[src/rtl/rglr_pkg.sv]
// Types, constants and register codes of the gain/loss ratio core.
`default_nettype none

package rglr_pkg;

    localparam int MAX_WINDOW_DEF    = 64;
    localparam int FRACTION_BITS_DEF = 16;

    localparam int CFG_IDX_W  = 3;
    localparam int CFG_DATA_W = 32;
    localparam int SAMPLE_W   = 32;
    localparam int RATIO_W    = 32;
    localparam int DELTA_W    = 33;
    localparam int MAG_W      = 32;
    localparam int COUNT_W    = 32;
    localparam int WIN_REG_W  = 7;

    localparam int MIN_WINDOW = 4;
    localparam int MIN_NEED   = 2;

    localparam logic [WIN_REG_W-1:0] WINDOW_LENGTH_RST   = 7'd20;
    localparam logic [WIN_REG_W-1:0] MIN_SAMPLES_RST     = 7'd5;
    localparam logic [RATIO_W-1:0]   MAX_RATIO_RST       = 32'd6553600;
    localparam logic [RATIO_W-1:0]   HIGH_GAIN_LEVEL_RST = 32'd131072;
    localparam logic [RATIO_W-1:0]   HIGH_LOSS_LEVEL_RST = 32'd32768;

    typedef enum logic [CFG_IDX_W-1:0] {
        REG_WINDOW_LENGTH   = 3'd0,
        REG_MIN_SAMPLES     = 3'd1,
        REG_MAX_RATIO       = 3'd2,
        REG_HIGH_GAIN_LEVEL = 3'd3,
        REG_HIGH_LOSS_LEVEL = 3'd4
    } t_reg_idx;

    typedef struct packed {
        logic [WIN_REG_W-1:0] window_length;
        logic [WIN_REG_W-1:0] fill_need;
        logic [RATIO_W-1:0]   ratio_ceiling;
        logic [RATIO_W-1:0]   high_gain_level;
        logic [RATIO_W-1:0]   high_loss_level;
    } t_cfg;

    typedef struct packed {
        logic start;
        logic remove;
        logic add;
        logic decide;
        logic div_step;
        logic cap;
        logic publish;
    } t_cmd;

    typedef struct packed {
        logic need_div;
    } t_status;

endpackage

`default_nettype wire

[src/rtl/rglr_regs.sv]
// Configuration registers and the state clear that follows a write to a listed register.
`default_nettype none

module rglr_regs (
    input  wire logic                             i_clk,
    input  wire logic                             i_rst_n,
    input  wire logic                             i_cfg_valid,
    input  wire logic [rglr_pkg::CFG_IDX_W-1:0]   i_cfg_index,
    input  wire logic [rglr_pkg::CFG_DATA_W-1:0]  i_cfg_data,
    output rglr_pkg::t_cfg                        o_cfg,
    output logic                                  o_clear
);

    rglr_pkg::t_cfg r_cfg;
    logic           r_clear;

    always_ff @(posedge i_clk) begin
        if (!i_rst_n) begin
            r_cfg.window_length   <= rglr_pkg::WINDOW_LENGTH_RST;
            r_cfg.fill_need       <= rglr_pkg::MIN_SAMPLES_RST;
            r_cfg.ratio_ceiling   <= rglr_pkg::MAX_RATIO_RST;
            r_cfg.high_gain_level <= rglr_pkg::HIGH_GAIN_LEVEL_RST;
            r_cfg.high_loss_level <= rglr_pkg::HIGH_LOSS_LEVEL_RST;
            r_clear               <= 1'b0;
        end else begin
            r_clear <= 1'b0;
            if (i_cfg_valid) begin
                case (i_cfg_index)
                    rglr_pkg::REG_WINDOW_LENGTH: begin
                        r_cfg.window_length <= i_cfg_data[rglr_pkg::WIN_REG_W-1:0];
                        r_clear             <= 1'b1;
                    end
                    rglr_pkg::REG_MIN_SAMPLES: begin
                        r_cfg.fill_need <= i_cfg_data[rglr_pkg::WIN_REG_W-1:0];
                        r_clear         <= 1'b1;
                    end
                    rglr_pkg::REG_MAX_RATIO: begin
                        r_cfg.ratio_ceiling <= i_cfg_data[rglr_pkg::RATIO_W-1:0];
                        r_clear             <= 1'b1;
                    end
                    rglr_pkg::REG_HIGH_GAIN_LEVEL: begin
                        r_cfg.high_gain_level <= i_cfg_data[rglr_pkg::RATIO_W-1:0];
                        r_clear               <= 1'b1;
                    end
                    rglr_pkg::REG_HIGH_LOSS_LEVEL: begin
                        r_cfg.high_loss_level <= i_cfg_data[rglr_pkg::RATIO_W-1:0];
                        r_clear               <= 1'b1;
                    end
                    default: begin
                        // unlisted index: drop the write
                    end
                endcase
            end
        end
    end

    assign o_cfg   = r_cfg;
    assign o_clear = r_clear;

endmodule

`default_nettype wire

[src/rtl/rglr_ctrl.sv]
// Sequencer of the gain/loss ratio core: item intake, window update, divide, publish.
`default_nettype none

module rglr_ctrl #(
    parameter int DIV_W = rglr_pkg::FRACTION_BITS_DEF + 32 + $clog2(rglr_pkg::MAX_WINDOW_DEF)
) (
    input  wire logic          i_clk,
    input  wire logic          i_rst_n,
    input  wire logic          i_clear,
    input  wire logic          i_in_valid,
    output logic               o_in_ready,
    output logic               o_out_valid,
    input  wire logic          i_out_ready,
    input  rglr_pkg::t_status  i_status,
    output rglr_pkg::t_cmd     o_cmd
);

    localparam int STEP_W = $clog2(DIV_W);

    typedef enum logic [2:0] {
        S_IDLE,
        S_REMOVE,
        S_ADD,
        S_DECIDE,
        S_DIVIDE,
        S_CAP,
        S_PUBLISH
    } t_state;

    t_state              r_state;
    logic [STEP_W-1:0]   r_step;
    logic                r_out_valid;

    always_comb begin
        o_cmd          = '0;
        o_cmd.start    = (r_state == S_IDLE) && i_in_valid;
        o_cmd.remove   = (r_state == S_REMOVE);
        o_cmd.add      = (r_state == S_ADD);
        o_cmd.decide   = (r_state == S_DECIDE);
        o_cmd.div_step = (r_state == S_DIVIDE);
        o_cmd.cap      = (r_state == S_CAP);
        // publish only into a free or emptying output slot
        o_cmd.publish  = (r_state == S_PUBLISH) && (!r_out_valid || i_out_ready);
    end

    always_ff @(posedge i_clk) begin
        if (!i_rst_n) begin
            r_state     <= S_IDLE;
            r_step      <= '0;
            r_out_valid <= 1'b0;
        end else begin
            if (o_cmd.publish) begin
                r_out_valid <= 1'b1;
            end else if (i_out_ready) begin
                r_out_valid <= 1'b0;
            end

            if (i_clear) begin
                r_state <= S_IDLE;
                r_step  <= '0;
            end else begin
                case (r_state)
                    S_IDLE: begin
                        if (i_in_valid) begin
                            r_state <= S_REMOVE;
                        end
                    end
                    S_REMOVE: r_state <= S_ADD;
                    S_ADD:    r_state <= S_DECIDE;
                    S_DECIDE: begin
                        if (i_status.need_div) begin
                            r_step  <= STEP_W'(DIV_W - 1);
                            r_state <= S_DIVIDE;
                        end else begin
                            r_state <= S_PUBLISH;
                        end
                    end
                    S_DIVIDE: begin
                        if (r_step == '0) begin
                            r_state <= S_CAP;
                        end else begin
                            r_step <= r_step - STEP_W'(1);
                        end
                    end
                    S_CAP: r_state <= S_PUBLISH;
                    S_PUBLISH: begin
                        if (!r_out_valid || i_out_ready) begin
                            r_state <= S_IDLE;
                        end
                    end
                    default: r_state <= S_IDLE;
                endcase
            end
        end
    end

    assign o_in_ready  = (r_state == S_IDLE);
    assign o_out_valid = r_out_valid;

endmodule

`default_nettype wire

[src/rtl/rglr_datapath.sv]
// Datapath: delta ring, running sums, restoring divider, thresholds and result register.
`default_nettype none

module rglr_datapath #(
    parameter int MAX_WINDOW    = rglr_pkg::MAX_WINDOW_DEF,
    parameter int FRACTION_BITS = rglr_pkg::FRACTION_BITS_DEF
) (
    input  wire logic                                   i_clk,
    input  wire logic                                   i_rst_n,
    input  wire logic                                   i_clear,
    input  rglr_pkg::t_cfg                              i_cfg,
    input  rglr_pkg::t_cmd                              i_cmd,
    output rglr_pkg::t_status                           o_status,
    input  wire logic signed [rglr_pkg::SAMPLE_W-1:0]   i_sample,
    output logic [rglr_pkg::RATIO_W-1:0]                o_ratio,
    output logic [32+$clog2(MAX_WINDOW)-1:0]            o_gain_total,
    output logic [32+$clog2(MAX_WINDOW)-1:0]            o_loss_total,
    output logic                                        o_gain_event,
    output logic                                        o_loss_event,
    output logic [rglr_pkg::COUNT_W-1:0]                o_gain_event_count,
    output logic [rglr_pkg::COUNT_W-1:0]                o_loss_event_count,
    output logic [rglr_pkg::COUNT_W-1:0]                o_sample_count
);

    localparam int IDX_W   = $clog2(MAX_WINDOW);
    localparam int CNT_W   = $clog2(MAX_WINDOW + 1);
    localparam int ACC_W   = 32 + $clog2(MAX_WINDOW);
    localparam int DW      = ACC_W + FRACTION_BITS;
    localparam int DELTA_W = rglr_pkg::DELTA_W;
    localparam int MAG_W   = rglr_pkg::MAG_W;
    localparam int RATIO_W = rglr_pkg::RATIO_W;
    localparam int COUNT_W = rglr_pkg::COUNT_W;
    localparam int WREG_W  = rglr_pkg::WIN_REG_W;

    localparam logic [RATIO_W-1:0] RATIO_ONE = RATIO_W'(1) << FRACTION_BITS;

    function automatic logic [MAG_W-1:0] magnitude(input logic [DELTA_W-1:0] v);
        logic [DELTA_W-1:0] neg;
        neg = -v;
        return v[DELTA_W-1] ? neg[MAG_W-1:0] : v[MAG_W-1:0];
    endfunction

    // ring storage
    logic [DELTA_W-1:0]  r_ring [MAX_WINDOW];
    logic [DELTA_W-1:0]  r_rd;
    logic [DELTA_W-1:0]  r_delta;

    // window state
    logic signed [rglr_pkg::SAMPLE_W-1:0] r_last;
    logic                r_has_last;
    logic [IDX_W-1:0]    r_head;
    logic [CNT_W-1:0]    r_fill;
    logic [ACC_W-1:0]    r_gain;
    logic [ACC_W-1:0]    r_loss;
    logic                r_was_gain;
    logic                r_was_loss;
    logic [COUNT_W-1:0]  r_gain_events;
    logic [COUNT_W-1:0]  r_loss_events;
    logic [COUNT_W-1:0]  r_seen;

    // divider and ratio
    logic [ACC_W-1:0]    r_rem;
    logic [DW-1:0]       r_dsr;
    logic [RATIO_W-1:0]  r_ratio;

    // result register
    logic [RATIO_W-1:0]  r_o_ratio;
    logic [ACC_W-1:0]    r_o_gain;
    logic [ACC_W-1:0]    r_o_loss;
    logic                r_o_gain_ev;
    logic                r_o_loss_ev;
    logic [COUNT_W-1:0]  r_o_gain_cnt;
    logic [COUNT_W-1:0]  r_o_loss_cnt;
    logic [COUNT_W-1:0]  r_o_seen;

    logic [DELTA_W-1:0]  n_delta;
    logic [CNT_W-1:0]    eff_window;
    logic [WREG_W-1:0]   need;
    logic                fill_ok;
    logic                old_valid;
    logic [DELTA_W-1:0]  leave_delta;
    logic [ACC_W:0]      trial;
    logic [ACC_W:0]      diff;
    logic                fits;
    logic                now_gain;
    logic                now_loss;
    logic                ev_gain;
    logic                ev_loss;

    always_comb begin
        if (i_cfg.window_length < WREG_W'(rglr_pkg::MIN_WINDOW)) begin
            eff_window = CNT_W'(rglr_pkg::MIN_WINDOW);
        end else if (32'(i_cfg.window_length) > 32'(MAX_WINDOW)) begin
            eff_window = CNT_W'(MAX_WINDOW);
        end else begin
            eff_window = CNT_W'(i_cfg.window_length);
        end
    end

    assign need    = (i_cfg.fill_need < WREG_W'(rglr_pkg::MIN_NEED)) ?
                     WREG_W'(rglr_pkg::MIN_NEED) : i_cfg.fill_need;
    assign fill_ok = 32'(r_fill) >= 32'(need);

    assign n_delta = r_has_last ?
                     ({i_sample[rglr_pkg::SAMPLE_W-1], i_sample} -
                      {r_last[rglr_pkg::SAMPLE_W-1], r_last}) : '0;

    // entries at or past the fill count have not been written since the clear
    assign old_valid   = (CNT_W'(r_head) < r_fill);
    assign leave_delta = old_valid ? r_rd : '0;

    assign trial = {r_rem, r_dsr[DW-1]};
    assign diff  = trial - {1'b0, r_loss};
    assign fits  = (trial >= {1'b0, r_loss});

    assign now_gain = (r_ratio >= i_cfg.high_gain_level);
    assign now_loss = (r_ratio <= i_cfg.high_loss_level);
    assign ev_gain  = now_gain && !r_was_gain;
    assign ev_loss  = now_loss && !r_was_loss;

    assign o_status.need_div = fill_ok && (r_loss != '0);

    // read-first ring port: fetch the leaving entry and store the new delta
    always_ff @(posedge i_clk) begin
        if (i_cmd.start) begin
            r_rd           <= r_ring[r_head];
            r_ring[r_head] <= n_delta;
            r_delta        <= n_delta;
        end
    end

    always_ff @(posedge i_clk) begin
        if (!i_rst_n || i_clear) begin
            r_last        <= '0;
            r_has_last    <= 1'b0;
            r_head        <= '0;
            r_fill        <= '0;
            r_gain        <= '0;
            r_loss        <= '0;
            r_was_gain    <= 1'b0;
            r_was_loss    <= 1'b0;
            r_gain_events <= '0;
            r_loss_events <= '0;
            r_seen        <= '0;
        end else begin
            if (i_cmd.start) begin
                r_last     <= i_sample;
                r_has_last <= 1'b1;
                r_seen     <= r_seen + COUNT_W'(1);
            end
            if (i_cmd.remove) begin
                if (leave_delta[DELTA_W-1]) begin
                    r_loss <= r_loss - ACC_W'(magnitude(leave_delta));
                end else begin
                    r_gain <= r_gain - ACC_W'(magnitude(leave_delta));
                end
            end
            if (i_cmd.add) begin
                if (r_delta[DELTA_W-1]) begin
                    r_loss <= r_loss + ACC_W'(magnitude(r_delta));
                end else begin
                    r_gain <= r_gain + ACC_W'(magnitude(r_delta));
                end
                if (CNT_W'(r_head) + CNT_W'(1) >= eff_window) begin
                    r_head <= '0;
                end else begin
                    r_head <= r_head + IDX_W'(1);
                end
                if (r_fill < eff_window) begin
                    r_fill <= r_fill + CNT_W'(1);
                end
            end
            if (i_cmd.publish) begin
                r_was_gain <= now_gain;
                r_was_loss <= now_loss;
                if (ev_gain) begin
                    r_gain_events <= r_gain_events + COUNT_W'(1);
                end
                if (ev_loss) begin
                    r_loss_events <= r_loss_events + COUNT_W'(1);
                end
            end
        end
    end

    // divider: one quotient bit a cycle, quotient shifts into the dividend register
    always_ff @(posedge i_clk) begin
        if (i_cmd.decide) begin
            r_rem <= '0;
            r_dsr <= {r_gain, FRACTION_BITS'(0)};
            if (fill_ok && (r_gain != '0)) begin
                r_ratio <= i_cfg.ratio_ceiling;
            end else begin
                r_ratio <= RATIO_ONE;
            end
        end
        if (i_cmd.div_step) begin
            r_rem <= fits ? diff[ACC_W-1:0] : trial[ACC_W-1:0];
            r_dsr <= {r_dsr[DW-2:0], fits};
        end
        if (i_cmd.cap) begin
            r_ratio <= (r_dsr > DW'(i_cfg.ratio_ceiling)) ?
                       i_cfg.ratio_ceiling : r_dsr[RATIO_W-1:0];
        end
    end

    always_ff @(posedge i_clk) begin
        if (i_cmd.publish) begin
            r_o_ratio    <= r_ratio;
            r_o_gain     <= r_gain;
            r_o_loss     <= r_loss;
            r_o_gain_ev  <= ev_gain;
            r_o_loss_ev  <= ev_loss;
            r_o_gain_cnt <= ev_gain ? r_gain_events + COUNT_W'(1) : r_gain_events;
            r_o_loss_cnt <= ev_loss ? r_loss_events + COUNT_W'(1) : r_loss_events;
            r_o_seen     <= r_seen;
        end
    end

    assign o_ratio            = r_o_ratio;
    assign o_gain_total       = r_o_gain;
    assign o_loss_total       = r_o_loss;
    assign o_gain_event       = r_o_gain_ev;
    assign o_loss_event       = r_o_loss_ev;
    assign o_gain_event_count = r_o_gain_cnt;
    assign o_loss_event_count = r_o_loss_cnt;
    assign o_sample_count     = r_o_seen;

endmodule

`default_nettype wire

[src/rtl/rolling_gain_loss_ratio_core.sv]
// Rolling gain/loss ratio core: top level joining registers, sequencer and datapath.
//
// Input channel (i_in_valid / o_in_ready, i_sample): one signed Q16.16 sample per item.
// Output channel (o_out_valid / i_out_ready): one result item per input item, holding the
// ratio, the window sums, the event flags and the event and sample counters.
// Configuration channel (i_cfg_valid / o_cfg_ready, i_cfg_index, i_cfg_data): always ready;
// a write to a listed register stores it and clears the window, sums and counters in the
// following cycle. Write only while no item is in flight.
// Divide path: an item whose ratio needs a divide goes through the remove, add, decide,
// divide, cap and publish steps after acceptance before it reaches the output register;
// the restoring divider retires one quotient bit a cycle over the full dividend. Items
// without a divide (fill below the threshold, no losses) skip the divide and cap steps.
// Intake: one item is worked on at a time; the next can be taken at the earliest in the
// cycle after the result is written.
// Reset (i_rst_n low at a clock edge) restores register defaults and empties the window,
// sums and counters. A stalled receiver holds the result in the output register; the
// block finishes the next item and waits in its publish step until the slot frees.
`default_nettype none

module rolling_gain_loss_ratio_core #(
    parameter int MAX_WINDOW    = rglr_pkg::MAX_WINDOW_DEF,
    parameter int FRACTION_BITS = rglr_pkg::FRACTION_BITS_DEF
) (
    input  wire logic                                   i_clk,
    input  wire logic                                   i_rst_n,
    input  wire logic                                   i_in_valid,
    output logic                                        o_in_ready,
    input  wire logic signed [rglr_pkg::SAMPLE_W-1:0]   i_sample,
    output logic                                        o_out_valid,
    input  wire logic                                   i_out_ready,
    output logic [rglr_pkg::RATIO_W-1:0]                o_ratio,
    output logic [32+$clog2(MAX_WINDOW)-1:0]            o_gain_total,
    output logic [32+$clog2(MAX_WINDOW)-1:0]            o_loss_total,
    output logic                                        o_gain_event,
    output logic                                        o_loss_event,
    output logic [rglr_pkg::COUNT_W-1:0]                o_gain_event_count,
    output logic [rglr_pkg::COUNT_W-1:0]                o_loss_event_count,
    output logic [rglr_pkg::COUNT_W-1:0]                o_sample_count,
    input  wire logic                                   i_cfg_valid,
    output logic                                        o_cfg_ready,
    input  wire logic [rglr_pkg::CFG_IDX_W-1:0]         i_cfg_index,
    input  wire logic [rglr_pkg::CFG_DATA_W-1:0]        i_cfg_data
);

    localparam int DIV_W = 32 + $clog2(MAX_WINDOW) + FRACTION_BITS;

    rglr_pkg::t_cfg    cfg;
    rglr_pkg::t_cmd    cmd;
    rglr_pkg::t_status status;
    logic              clear;

    assign o_cfg_ready = 1'b1;

    rglr_regs u_regs (
        .i_clk       (i_clk),
        .i_rst_n     (i_rst_n),
        .i_cfg_valid (i_cfg_valid),
        .i_cfg_index (i_cfg_index),
        .i_cfg_data  (i_cfg_data),
        .o_cfg       (cfg),
        .o_clear     (clear)
    );

    rglr_ctrl #(
        .DIV_W (DIV_W)
    ) u_ctrl (
        .i_clk       (i_clk),
        .i_rst_n     (i_rst_n),
        .i_clear     (clear),
        .i_in_valid  (i_in_valid),
        .o_in_ready  (o_in_ready),
        .o_out_valid (o_out_valid),
        .i_out_ready (i_out_ready),
        .i_status    (status),
        .o_cmd       (cmd)
    );

    rglr_datapath #(
        .MAX_WINDOW    (MAX_WINDOW),
        .FRACTION_BITS (FRACTION_BITS)
    ) u_datapath (
        .i_clk              (i_clk),
        .i_rst_n            (i_rst_n),
        .i_clear            (clear),
        .i_cfg              (cfg),
        .i_cmd              (cmd),
        .o_status           (status),
        .i_sample           (i_sample),
        .o_ratio            (o_ratio),
        .o_gain_total       (o_gain_total),
        .o_loss_total       (o_loss_total),
        .o_gain_event       (o_gain_event),
        .o_loss_event       (o_loss_event),
        .o_gain_event_count (o_gain_event_count),
        .o_loss_event_count (o_loss_event_count),
        .o_sample_count     (o_sample_count)
    );

endmodule

`default_nettype wire

[config.mk]
export PLATFORM = sky130hd
export DESIGN_NAME = rolling_gain_loss_ratio_core
export DESIGN_NICKNAME = d
export VERILOG_FILES = /design/src/rtl/rglr_pkg.sv /design/src/rtl/rglr_regs.sv /design/src/rtl/rglr_ctrl.sv /design/src/rtl/rglr_datapath.sv /design/src/rtl/rolling_gain_loss_ratio_core.sv
export SDC_FILE = /design/constraint.sdc
export NUM_CORES = 2
export LEC_CHECK = 0
export BUFFER_PORTS_ARGS = -buffer_cell sky130_fd_sc_hd__buf_4
export CAP_MARGIN = 20
export CORE_ASPECT_RATIO = 0.5
export CORE_MARGIN = 1
export CORE_UTILIZATION = 55
export CTS_BUF_LIST = sky130_fd_sc_hd__clkbuf_8
export DETAILED_ROUTE_END_ITERATION = 7
export HOLD_SLACK_MARGIN = 0.02
export PLACE_DENSITY = 0.71
export SLEW_MARGIN = 10
export SYNTH_ARGS = -nofsm -noshare
export SYNTH_HDL_FRONTEND = slang
export SYNTH_HIERARCHICAL = 1
export SYNTH_SLANG_ARGS = --single-unit
[constraint.sdc]
create_clock -name i_clk -period 30.5 [get_ports i_clk]
set_clock_uncertainty 0.15 [all_clocks]
set_input_delay 4.575 -clock i_clk [delete_from_list [all_inputs] [get_ports i_clk]]
set_output_delay 4.575 -clock i_clk [all_outputs]
set_load 0.005 [all_outputs]
* Word level (Yosys, flattened, before mapping)
Memories as Yosys holds them, arrays and structs flattened. A register that Yosys moved wholly into a read port is not among the register bits.
Index checks and enable logic that the tools add are counted.
** Operators by class
- Mux-type cells :: 40
- Add/sub/neg operators :: 15
- $lt $le $gt $ge :: 11
- Eq/ne operators :: 15
- Reductions and logical operators :: 31
- Div/mod/pow operators :: 0
- Shift operators :: 0
- Bitwise logic cells :: 1
- $mul :: 0
** Operators by type and width (number)
- two-way mux 38 bit :: 11
- two-way mux 32 bit :: 8
- two-way mux 54 bit :: 2
- adder 32 x 1 -> 32 bit (second input constant) :: 3
- adder 38 x 32 -> 38 bit :: 2
- nonzero test 38 bit :: 2
- subtractor 38 x 32 -> 38 bit :: 2
- two-way mux 33 bit :: 2
- negator 32 bit :: 2
- > comparator 54 x 32 -> 1 bit :: 1
- >= comparator 39 x 38 -> 1 bit :: 1
- subtractor 38 bit :: 1
- subtractor 32 x 32 -> 33 bit :: 1
- >= comparator 32 bit :: 1
- less-or-equal comparator 32 bit :: 1
- two-way mux 7 bit :: 3
- case mux 3 bit (7 select lines) :: 1
- two-way mux 6 bit :: 3
- >= comparator 7 bit :: 2
- AND reduction 2 bit :: 7
- == test 3 x 2 -> 1 bit (second input constant) :: 4
- == test 3 bit (second input constant) :: 4
- case mux 6 bit (2 select lines) :: 1
- two-way mux 3 bit :: 3
- other kinds (24) :: 45
** Word-level totals
- Output and inout port bits :: 209
- Bits in read-only memories :: 0
- Register bits after elaboration :: 704
- Input bits :: 72
- Bits in latches :: 0
- Bits in writable memories :: 2112
- Memories :: 1
** Memories
- u_datapath.r_ring :: words 64, width 33, read ports 1, clocked after Yosys merged registers in 1, write ports 1, RTL line rglr_datapath.sv:44 : logic [DELTA_W-1:0] r_ring [MAX_WINDOW];

* Depth between registers and ports, before layout
- Word-level depth :: 9
- Gate-level depth with buffers :: 33

* Hierarchy
The synthesis kept the hierarchy.
** Modules (own cells, without submodules)
- rglr_datapath :: cells each 8144, area an instance 115271.8 sq um, seq. area each 79716.5 sq um, times used 1
- rglr_regs :: cells each 409, area an instance 4160.2 sq um, seq. area each 2222.1 sq um, times used 1
- rglr_ctrl :: cells each 73, area an instance 605.6 sq um, seq. area each 200.2 sq um, times used 1
- rolling_gain_loss_ratio_core :: cells each 2, area an instance 11.3 sq um, seq. area each 0.0 sq um, times used 1

* Worst setup path before layout
OpenSTA, ideal clock, no wires.
- Kind :: input -> register
- Start :: input port i_out_ready
- End :: register u_datapath.r_loss_events[30]
- Cell stages on the path :: 7
- Path buffers :: 2
- Slack :: 10350 ps
- Data required time :: 30279 ps
- Arrival :: 19929 ps
- Cells stage by stage :: nor2b_1 > nor3_1 > clkbuf_1 > nand3_1 > clkbuf_1 > or3_1 > a21oi_1
** RTL lines
- start: declaration :: RTL line rolling_gain_loss_ratio_core.sv:30 : input wire logic i_out_ready,
- end signal: assignment :: RTL line rglr_datapath.sv:180 : r_loss_events <= r_loss_events + COUNT_W'(1);
- end: declaration :: RTL line rglr_datapath.sv:58 : logic [COUNT_W-1:0] r_loss_events;

* Worst setup path in the final report
- Start :: input port i_sample[0] in the netlist's numbering
- End :: memory u_datapath.r_ring[63][32], data pin
** On the way
- Word-level cells in the longest chain between the ends :: 2
** Ends and longest elaborated chain
- start: declaration :: RTL line rolling_gain_loss_ratio_core.sv:28 : input wire logic signed [rglr_pkg::SAMPLE_W-1:0] i_sample,
- subtractor 32 x 32 -> 33 bit :: RTL line rglr_datapath.sv:105 : ({i_sample[rglr_pkg::SAMPLE_W-1], i_sample} -
- two-way mux 33 bit :: RTL line rglr_datapath.sv:104 : assign n_delta = r_has_last ?
- via u_datapath.n_delta[32] :: RTL line rglr_datapath.sv:76 : logic [DELTA_W-1:0] n_delta;
- end: declaration :: RTL line rglr_datapath.sv:44
The timed path passes the listed nets, and every way through them passes these cells.

==> results.json <==
{
  "clk_pin_slew_ns": 0.07,
  "dp.final_hpwl_um": 208000,
  "grt_remaining_overflow": 0,
  "netlist_top_cells_count": "edfxtp_1 (2508), a22oi_1 (664), nor2_1 (505)",
  "outcome": "completed",
  "worst-slew-pin-transition_ns": 1.242,
  "cts_buffers": 393,
  "final_util_pct": 62.14,
  "synthDominantCellAreaShare_pct": 62.73,
  "finalHoldViolations": 0,
  "yosysSeqAreaShare_pct": 68.42,
  "hold_slack_ns": 0.3055,
  "post_cts_resized": 0,
  "finalInstanceArea_mm2": 0.1339,
  "die_x_um": 662.7,
  "critPathCaptureType": "register",
  "post-route-min-period_ns": 8.225,
  "clock_path_buffers": 4,
  "synth_area_leaders": "edfxtp_1 (63%), dfxtp_1 (5.7%), a22oi_1 (4.2%)",
  "start_util_pct": 55.72,
  "synthCells": 8628,
  "clock_sinks": 2849,
  "synthesis.area_mm2": 0.1200,
  "p_leak_nw": 45.58,
  "postPlaceCellArea_mm2": 0.1265,
  "rsz0062_at_grt": "no",
  "setup_tns_ns": 0,
  "synth_top_cell_by_area": "edfxtp_1",
  "relSlewSlack_pct": 16.82,
  "io_pins": 281,
  "synth_warnings": 6,
  "clock_latency_ns": 1.04,
  "num_vias": 79588,
  "p_per_area_mw_per_mm2": 60.40,
  "ir_drop_v": 0.00004031,
  "arrival_ns": 8.91,
  "cts_root_buffer": "clkbuf_8",
  "synthArstFlopShare_pct": 0,
  "remaining_drc_errors": 0,
  "drt_first_iter_violations": 10639,
  "drv_slew": 0,
  "fp-row-count": 120,
  "syn-num-nets": 8996,
  "postCtsSetupBuffers": 0,
  "setup_viol": 0,
  "worstSetupPathType": "primary input to register",
  "nFillCells": 15840,
  "synth-seq-cells": 2849,
  "htree_levels": 5,
  "drt-total-wl_um": 352500,
  "syn2layout_area_growth_pct": 11.53,
  "grt_antenna_before_repair": 19,
  "drive_above_1_share_pct": 12.87,
  "total_power_mw": 8.087,
  "die_area_mm2": 0.2203,
  "syn_area_per_cell_um2": 13.91,
  "critPathLaunchType": "primary input",
  "postCtsHoldBufs": 0,
  "core_mm2": 0.2155,
  "via_per_inst": 6.508,
  "fp.dieH_um": 332.4,
  "drtPass1Iterations": 8,
  "grt_pass1_wl_um": 504200,
  "grt.total_usage_pct": 30.97,
  "finalCritPeriodShare_pct": 26.97,
  "required_ns": 31.19,
  "synth_edf_count": 2508,
  "cap_viol_max_count": 0,
  "grt_max_degree": 130,
  "final_nets": 9413,
  "holdCritPathClass": "register to register",
  "cts_tree": "done",
  "io_buffer_count": 279,
  "antenna_left": 0,
  "place.gp.congestion": 0.9403,
  "cp_max_fo": 37,
  "synthMostInstantiatedCell": "edfxtp_1",
  "grt_pass1_vias": 74396,
  "avgRoutedWirePerCell_um": 28.83,
  "synth-main-ff-cell": "edfxtp_1",
  "synth.distinct_cells": 105,
  "fmax_mhz": 121.6
}
[flip-flops by register name, summed over array words and instances, names as in the netlist, 33 cells and up]
signal and count:
u_datapath/o_loss_total 38, u_datapath/r_rem 38, u_datapath/r_gain 38, u_datapath/r_delta 33, u_datapath/r_loss 38, u_datapath/r_dsr 54, u_datapath/r_rd 33, u_datapath/r_ring 2112
u_datapath/o_gain_total 38, u_regs/o_cfg 110
[layout by cell type (no fill, tap or decap), types with 127 or more instances in the layout]
cell type | Yosys | final
nand3_1 | 146 | 146
nand4_1 | 142 | 142
a21oi_1 | 282 | 280
nand2_1 | 429 | 427
o21ai_0 | 210 | 210
clkbuf_8 | 0 | 417
a21o_1 | 127 | 127
nor2_1 | 505 | 419
edfxtp_1 | 2508 | 2508
a221oi_1 | 212 | 212
xor2_1 | 149 | 149
a31oi_1 | 241 | 241
xnor2_1 | 236 | 236
dfxtp_1 | 341 | 341
ha_1 | 290 | 290
a22o_1 | 204 | 203
inv_1 | 297 | 437
mux2i_1 | 221 | 221
buf_4 | 3 | 480
a22oi_1 | 664 | 664
[cells by family after synthesis]
family          share of synthesized area [%]
flops                                   68.42
compound gates                          13.58
simple gates                            7.165
buf+inv                                 2.495
xor+xnor                                2.861
fa+ha+maj                               3.315
mux                                     2.162
other cells                          0.003124
[worst max-delay path: stages]
cell      delay, ns
buf_4          0.12
inv_1          0.05
ha_1           0.16
inv_1          0.05
fa_1           0.40
a21oi_1        0.18
o21bai_1       0.11
a21oi_1        0.16
o21bai_1       0.10
a21oi_1        0.23
nor2_1         0.06
o21ai_0        0.28
a31oi_1        0.29
a31o_2         0.34
a31oi_1        0.24
o21ai_0        0.20
o21a_1         0.25
o21ai_0        0.20
a22o_2         0.63
buf_16         0.26
[where the power goes]
part	total, mW	internal (mW)	leakage [nW]	switching, mW
sequential	4.39	4.32	25.7	0.0704
combinational	0.910	0.321	15.7	0.589
clock	2.79	1.34	4.21	1.44
total	8.09	5.98	45.6	2.10
[path summary, 6_finish.rpt]
| kind | from | endpoint | slack, ns | cells past startpoint |
|---|---|---|---|---|
| min reg2reg | u_datapath/r_loss[34] | u_datapath/o_loss_total[34] | 0.31 | 0 |
| min | u_datapath/r_loss[34] | u_datapath/o_loss_total[34] | 0.31 | 0 |
| max reg2reg | u_datapath/r_head[2] | u_datapath/r_gain[36] | 22.61 | 25 |
| max | i_sample[0] | u_datapath/r_ring[63][32] | 22.27 | 20 |
[through the flow]
step | worst slack (ns) | instances
global placement | 21.15 | 11507
floorplan | 10.35 | 8628
CTS | 22.20 | 12211
detailed placement | 21.11 | 11507
finish | 22.27 | 12229
global route | 22.05 | 12222
[area by class of cell]
class	instances	area [µm²]	area share (%)
diodes	8	20.02	0.01495
clock buffers	417	5739	4.286
clock inverters	287	1474	1.101
inverters	300	1126	0.8410
multi-input cells	5001	35840	26.76
flip-flops and latches	2849	82140	61.35
well taps	2867	3587	2.679
repair buffers	500	3973	2.967
[routing by layer]
metal  wire length [µm]  track usage (%)
met1             136100            42.49
met2             157800            47.70
met3              43940            8.163
met4              14410            11.77
met5                263                0
Power figures use the tool's default switching activity.
